**src/rtl/bca_pkg.sv**
```systemverilog
package bca_pkg;

    localparam int NUM_BLOCKS       = 256;
    localparam int DIR_ENTRIES      = 16;
    localparam int FIRST_DATA_BLOCK = 4;
    localparam int NAME_CHARS       = 8;

    localparam int BLK_W  = 8;
    localparam int NAME_W = 64;
    localparam int DIR_W  = (DIR_ENTRIES > 1) ? $clog2(DIR_ENTRIES) : 1;
    localparam int CNT_W  = $clog2(NUM_BLOCKS) + 1;

    localparam logic [NAME_W-1:0] NAME_MASK =
        ~((64'd1 << (NAME_W - 8 * NAME_CHARS)) - 64'd1);

    localparam logic [BLK_W-1:0] FREE_HEAD_RST =
        (FIRST_DATA_BLOCK < NUM_BLOCKS) ? BLK_W'(FIRST_DATA_BLOCK) : '0;

    typedef enum logic [2:0] {
        REQ_CREATE    = 3'd0,
        REQ_REMOVE    = 3'd1,
        REQ_GET_FIRST = 3'd2,
        REQ_APPEND    = 3'd3,
        REQ_DELETE    = 3'd4,
        REQ_CHECK     = 3'd5,
        REQ_NEXT      = 3'd6,
        REQ_NONE      = 3'd7
    } req_t;

    typedef enum logic [2:0] {
        STAT_OK          = 3'd0,
        STAT_NOT_FOUND   = 3'd1,
        STAT_EXISTS      = 3'd2,
        STAT_DIR_FULL    = 3'd3,
        STAT_NOT_EMPTY   = 3'd4,
        STAT_STORE_FULL  = 3'd5,
        STAT_NOT_IN_FILE = 3'd6,
        STAT_RSVD        = 3'd7
    } status_t;

    typedef struct packed {
        logic             en;
        logic [BLK_W-1:0] addr;
        logic [BLK_W-1:0] data;
    } link_wr_t;

    // Link value of a block that has not been written since reset
    function automatic logic [BLK_W-1:0] link_rst(input logic [BLK_W-1:0] blk);
        logic [CNT_W-1:0] nxt;
        nxt = CNT_W'(blk) + CNT_W'(1);
        if (CNT_W'(blk) < CNT_W'(FIRST_DATA_BLOCK)) begin
            return '0;
        end else if (nxt < CNT_W'(NUM_BLOCKS)) begin
            return nxt[BLK_W-1:0];
        end else begin
            return '0;
        end
    endfunction

endpackage

```
**src/rtl/bca_ram.sv**
```systemverilog
module bca_ram #(
    parameter int WIDTH = 8,
    parameter int DEPTH = 256
) (
    input  logic                     aclk,
    input  logic                     wr_en,
    input  logic [$clog2(DEPTH)-1:0] wr_addr,
    input  logic [WIDTH-1:0]         wr_data,
    input  logic [$clog2(DEPTH)-1:0] rd_addr,
    output logic [WIDTH-1:0]         rd_data
);

    logic [WIDTH-1:0] mem [DEPTH];

    always_ff @(posedge aclk) begin
        if (wr_en) begin
            mem[wr_addr] <= wr_data;
        end
        rd_data <= mem[rd_addr];
    end

endmodule

```
**src/rtl/bca_link.sv**
```systemverilog
module bca_link (
    input  logic                      aclk,
    input  logic                      aresetn,
    input  bca_pkg::link_wr_t         wr,
    input  logic [bca_pkg::BLK_W-1:0] rd_addr,
    output logic [bca_pkg::BLK_W-1:0] rd_data
);

    logic [bca_pkg::NUM_BLOCKS-1:0] written_reg;
    logic [bca_pkg::BLK_W-1:0]      addr_reg;
    logic                           hit_reg;
    logic [bca_pkg::BLK_W-1:0]      ram_q;

    bca_ram #(
        .WIDTH(bca_pkg::BLK_W),
        .DEPTH(bca_pkg::NUM_BLOCKS)
    ) u_ram (
        .aclk   (aclk),
        .wr_en  (wr.en),
        .wr_addr(wr.addr),
        .wr_data(wr.data),
        .rd_addr(rd_addr),
        .rd_data(ram_q)
    );

    always_ff @(posedge aclk) begin
        if (!aresetn) begin
            written_reg <= '0;
        end else if (wr.en) begin
            written_reg[wr.addr] <= 1'b1;
        end
        addr_reg <= rd_addr;
        hit_reg  <= written_reg[rd_addr];
    end

    // unwritten entries read as their reset link
    assign rd_data = hit_reg ? ram_q : bca_pkg::link_rst(addr_reg);

endmodule

```
**config.mk**
```make
export PLATFORM = sky130hd
export DESIGN_NAME = bca_link
export DESIGN_NICKNAME = d
export VERILOG_FILES = /design/src/rtl/bca_pkg.sv /design/src/rtl/bca_ram.sv /design/src/rtl/bca_link.sv
export SDC_FILE = /design/constraint.sdc
export NUM_CORES = 2
export LEC_CHECK = 0
export BUFFER_PORTS_ARGS = -buffer_cell sky130_fd_sc_hd__buf_2
export CAP_MARGIN = 15
export CORE_UTILIZATION = 57
export CTS_CLUSTER_DIAMETER = 100
export DETAILED_ROUTE_END_ITERATION = 12
export PLACE_DENSITY_LB_ADDON = 0.1
export SKIP_CTS_REPAIR_TIMING = 1
export SKIP_LAST_GASP = 1
export SLEW_MARGIN = 20
export SYNTH_ARGS = -nofsm -noshare
export SYNTH_HDL_FRONTEND = slang
export SYNTH_HIERARCHICAL = 1
export SYNTH_SLANG_ARGS = --single-unit
```
**constraint.sdc**
```tcl
create_clock -name aclk -period 1.9 [get_ports aclk]
set_input_delay 0.095 -clock aclk [delete_from_list [all_inputs] [get_ports aclk]]
set_output_delay 0.095 -clock aclk [all_outputs]
set_load 0.01 [all_outputs]
```
==> metrics list <==
* Chip width: roughly 400 um
* Minimum clock period after layout: around 2.6 ns
* Library cell with the largest summed area after synthesis: sky130_fd_sc_hd__edfxtp_1
* Initial antenna violation count: 11
* Final Instance Area: between 100000 and 150000 sq um
- The initialized floorplan defines about 150 standard-cell rows.
- The total count of max-transition violations in the final report is 0.
- Complex-gate fraction of the synthesized area: 0.0515
- Die Footprint: between 150000 and 200000 sq um
- For this configuration, the core starts out at a cell density of 0.574.
- The run finished, with violations left.
- The register with the most flip-flops in the layout has approximately 2000 of them.
- Cells taking the most area after synthesis: sky130_fd_sc_hd__edfxtp_1, sky130_fd_sc_hd__mux4_2, sky130_fd_sc_hd__dfxtp_1
* TritonCTS clock tree: done
* Total negative slack: -6.67 ns
- DR iter-0 viols: ~5500
* Average wire length per cell after detail routing: 29.6 um
* Worst Hold Class: in -> reg
- Post-place instance area: roughly 100000 sq um
* FF+latch count, synth: 2321
- Post-Place Worst Slack: -1.46 ns
- In this run the critical register-to-register path is captured at u_ram/rd_data[4]$_DFF_P_.
- Input/output buffers: 34
- Clock latency at the later pin of the worst-skew pair: roughly 0.87 ns
- After detailed routing, the number of vias per cell comes to 6.31.
* Pin count of the biggest net entering global routing: 78
- Tot GR Track Use: 0.295
* RSZ-0062 raised after global routing: true
- Power spread over the standard cell area amounts to 978 nW/um^2.
* Max-capacitance violation count: 0
- Clock-pin slew was measured on the worst setup and hold paths at ~0.060 ns.
- Each instance of the synthesized netlist takes up on average ~18 sq um.
- Seq/Total Area, Yosys: 0.737
- The clock passes through at most 3 buffers.
* Number of iterations in the first detailed-routing pass: 5
- Weighted congestion at the end of routability-driven global placement: between 0.8 and 0.9
- The routed design has 237000 um of wire.
- The finished layout holds approximately 8000 standard cells, fillers aside.
* Max Freq: between 300 and 400 MHz
- Synthesis produced a netlist with a net count of 4948.
* Primary FF master, synth: sky130_fd_sc_hd__edfxtp_1
- Vias in the first global route: 50400
- Sum of internal, switching and leakage power: about 110 mW
- Share of Yosys cell area claimed by the top area cell type: 0.677
- The worst register-to-register path begins at u_ram/mem[143][4]$_DFFE_PP_.
* Source of the worst hold timing path: wr[13]
- Summed over all layers, the global routing overflow is 0.
* Hold Fails Final Rpt: 0
- Global-route wire length before repair: approximately 340000 um
* Violations in the final reports: negative setup slack
* Xor/xnor share of the synthesized area: 0.000578
* Type of the setup path with the least slack: reg -> out
* Worst slew pin tran: 1.06 ns
- Layout Utilization: 0.680
- Clock skew on the completed layout was measured at about 0.031 ns.
* Peak VDD IR: ~1100 uV
- Vias: approximately 50000
* Syn-to-layout area delta: 18.4%
* Worst hold slack across all endpoints: around 0.036 ns
* Terminating pin of the worst hold path: written_reg[60]$_SDFFE_PN0P_
- Summed instance area of the synthesized netlist: between 90000 and 100000 sq um
- Chip Height: between 400 and 500 um
* Cell count after synthesis: a little under 5000
* Post-layout net count: around 5800
- Count of distinct cell types in the synthesized netlist: 75
- The total area inside the core boundary comes to about 160000 sq um.
- CTS placed an instance of sky130_fd_sc_hd__clkbuf_16 at the clock tree root.
- In this run the static leakage power is about 36 nW.
* Critical path required time: 1.80 ns
* Hold Crit Depth: 4
- Synth warn: 6
- Most common cell in the synthesized netlist: sky130_fd_sc_hd__edfxtp_1
- Crit-path max FO: 4
- Setup violations remaining at the end of the flow were counted as 17.
- Buffers inserted during clock tree synthesis total between 200 and 250.
- Share of flip-flops with an asynchronous set or reset: 0
* Relative max-transition margin: 0.294
- Pin placement for this block handled 35 I/O pins.
- In the routed design, unresolved DRC markers number 0.
* Post-Place Cells: around 7600
- The worst register-to-register path has a setup slack of -0.55 ns.
- Arrival time of the worst setup path: 2.47 ns
- CTS sink cnt: about 2300
* Final cycle utilization of the critical path: 1.35
* H-tree level count: 4
- Final HPWL from detailed placement: 156000 um
* Main combinational cell family by area after synthesis: multiplexers
- The worst setup path is launched from a register.
- Of the total synthesized cell area, the portion taken by AND, OR, NAND and NOR gates is 0.0460.
- Of the cells placed in the final design, the portion with a size suffix greater than 1 is 0.300.
- STA classifies the critical path endpoint as an output pin.
- Post-route setup slack: -0.665 ns
- Count of flip-flops with a built-in enable after synthesis: between 2000 and 2500
* Multiplexer share of the synthesized area: 0.144
- Measured in cells, the most critical reg-to-reg path has a length of 6.
- Cell types with the highest counts after synthesis: sky130_fd_sc_hd__edfxtp_1, sky130_fd_sc_hd__mux4_2, sky130_fd_sc_hd__nor2_1
- Adder and majority gate portion of the synthesized area: 0.000138
* Post-route ant nets: 0
-- per-layer routing --
metal / vias to the layer above / GRT usage / wire (um)
met2: 2289 / 0.466 / 113000
met5: - / 0 / 48
li1: 21500 / - / -
met3: 418 / 0.0496 / 19200
met4: 6 / 0.104 / 8210
met1: 26200 / 0.420 / 95800
-- logic make-up after synthesis --
kind of cell,Yosys count
flops,2321
simple gates,857
compound gates,710
mux,693
buf+inv,332
xor+xnor,6
fa+ha+maj,1
-- cells in the final DEF, fill, tap and decap left out, types with 10 or more instances in the layout --
cell type / count
sky130_fd_sc_hd__buf_4: 738
sky130_fd_sc_hd__nand2_1: 63
sky130_fd_sc_hd__o211ai_1: 10
sky130_fd_sc_hd__o21a_1: 80
sky130_fd_sc_hd__nand3_1: 48
sky130_fd_sc_hd__clkinv_2: 40
sky130_fd_sc_hd__dfxtp_1: 266
sky130_fd_sc_hd__and2_1: 11
sky130_fd_sc_hd__nand2b_1: 18
sky130_fd_sc_hd__a21oi_1: 272
sky130_fd_sc_hd__buf_12: 117
sky130_fd_sc_hd__nor4_1: 15
sky130_fd_sc_hd__nor4_2: 10
sky130_fd_sc_hd__bufinv_16: 17
sky130_fd_sc_hd__edfxtp_1: 2048
sky130_fd_sc_hd__nor3_1: 26
sky130_fd_sc_hd__buf_2: 20
sky130_fd_sc_hd__mux2i_1: 205
sky130_fd_sc_hd__nor2b_1: 209
sky130_fd_sc_hd__clkbuf_16: 224
sky130_fd_sc_hd__dlygate4sd3_1: 22
sky130_fd_sc_hd__o21ai_1: 10
sky130_fd_sc_hd__nand4_1: 13
sky130_fd_sc_hd__clkbuf_1: 58
sky130_fd_sc_hd__o21ai_0: 16
sky130_fd_sc_hd__clkinv_1: 42
sky130_fd_sc_hd__a221oi_1: 17
sky130_fd_sc_hd__a211oi_1: 13
sky130_fd_sc_hd__mux4_2: 483
sky130_fd_sc_hd__a22oi_1: 134
sky130_fd_sc_hd__o22ai_1: 54
sky130_fd_sc_hd__nor2_1: 384
sky130_fd_sc_hd__o221ai_1: 45
-- worst max-delay path, cell delays in order (launching register included) --
cell	delay [ns]
sky130_fd_sc_hd__dfxtp_2	0.36
sky130_fd_sc_hd__or4_4	0.51
sky130_fd_sc_hd__nor3_4	0.17
sky130_fd_sc_hd__buf_4	0.17
sky130_fd_sc_hd__buf_6	0.10
sky130_fd_sc_hd__o21ai_4	0.12
sky130_fd_sc_hd__buf_2	0.18
-- power breakdown --
group          total [mW]  internal, mW  switching (mW)
registers            55.7          55.6           0.135
clock network        43.1          24.2            18.9
logic                6.42          2.61            3.81
-- worst max path at each step --
stage | from | to | slack (ns) | cells after the start
floorplan | rd_addr[0] | u_ram/rd_data[0]$_DFF_P_ | -0.01 | 9
global placement | rd_addr[0] | u_ram/rd_data[2]$_DFF_P_ | -1.55 | 11
detailed placement | rd_addr[0] | u_ram/rd_data[1]$_DFF_P_ | -1.46 | 9
CTS | u_ram/mem[87][1]$_DFFE_PP_ | u_ram/rd_data[1]$_DFF_P_ | -0.95 | 6
global route | addr_reg[6]$_DFF_P_ | rd_data[1] | -0.72 | 6
finish | addr_reg[6]$_DFF_P_ | rd_data[1] | -0.67 | 6
-- cell type report --
cell class	count	area [sq um]
flip-flops and latches	2321	67000
fillers	10300	50700
multi-input cells	2267	22500
repair buffers	913	8420
clock buffers	287	5890
well taps	2072	2590
clock inverters	121	1200
diodes	7	17.5
inverters	3	11.3
No activity file was read; power rests on OpenSTA's default activity.
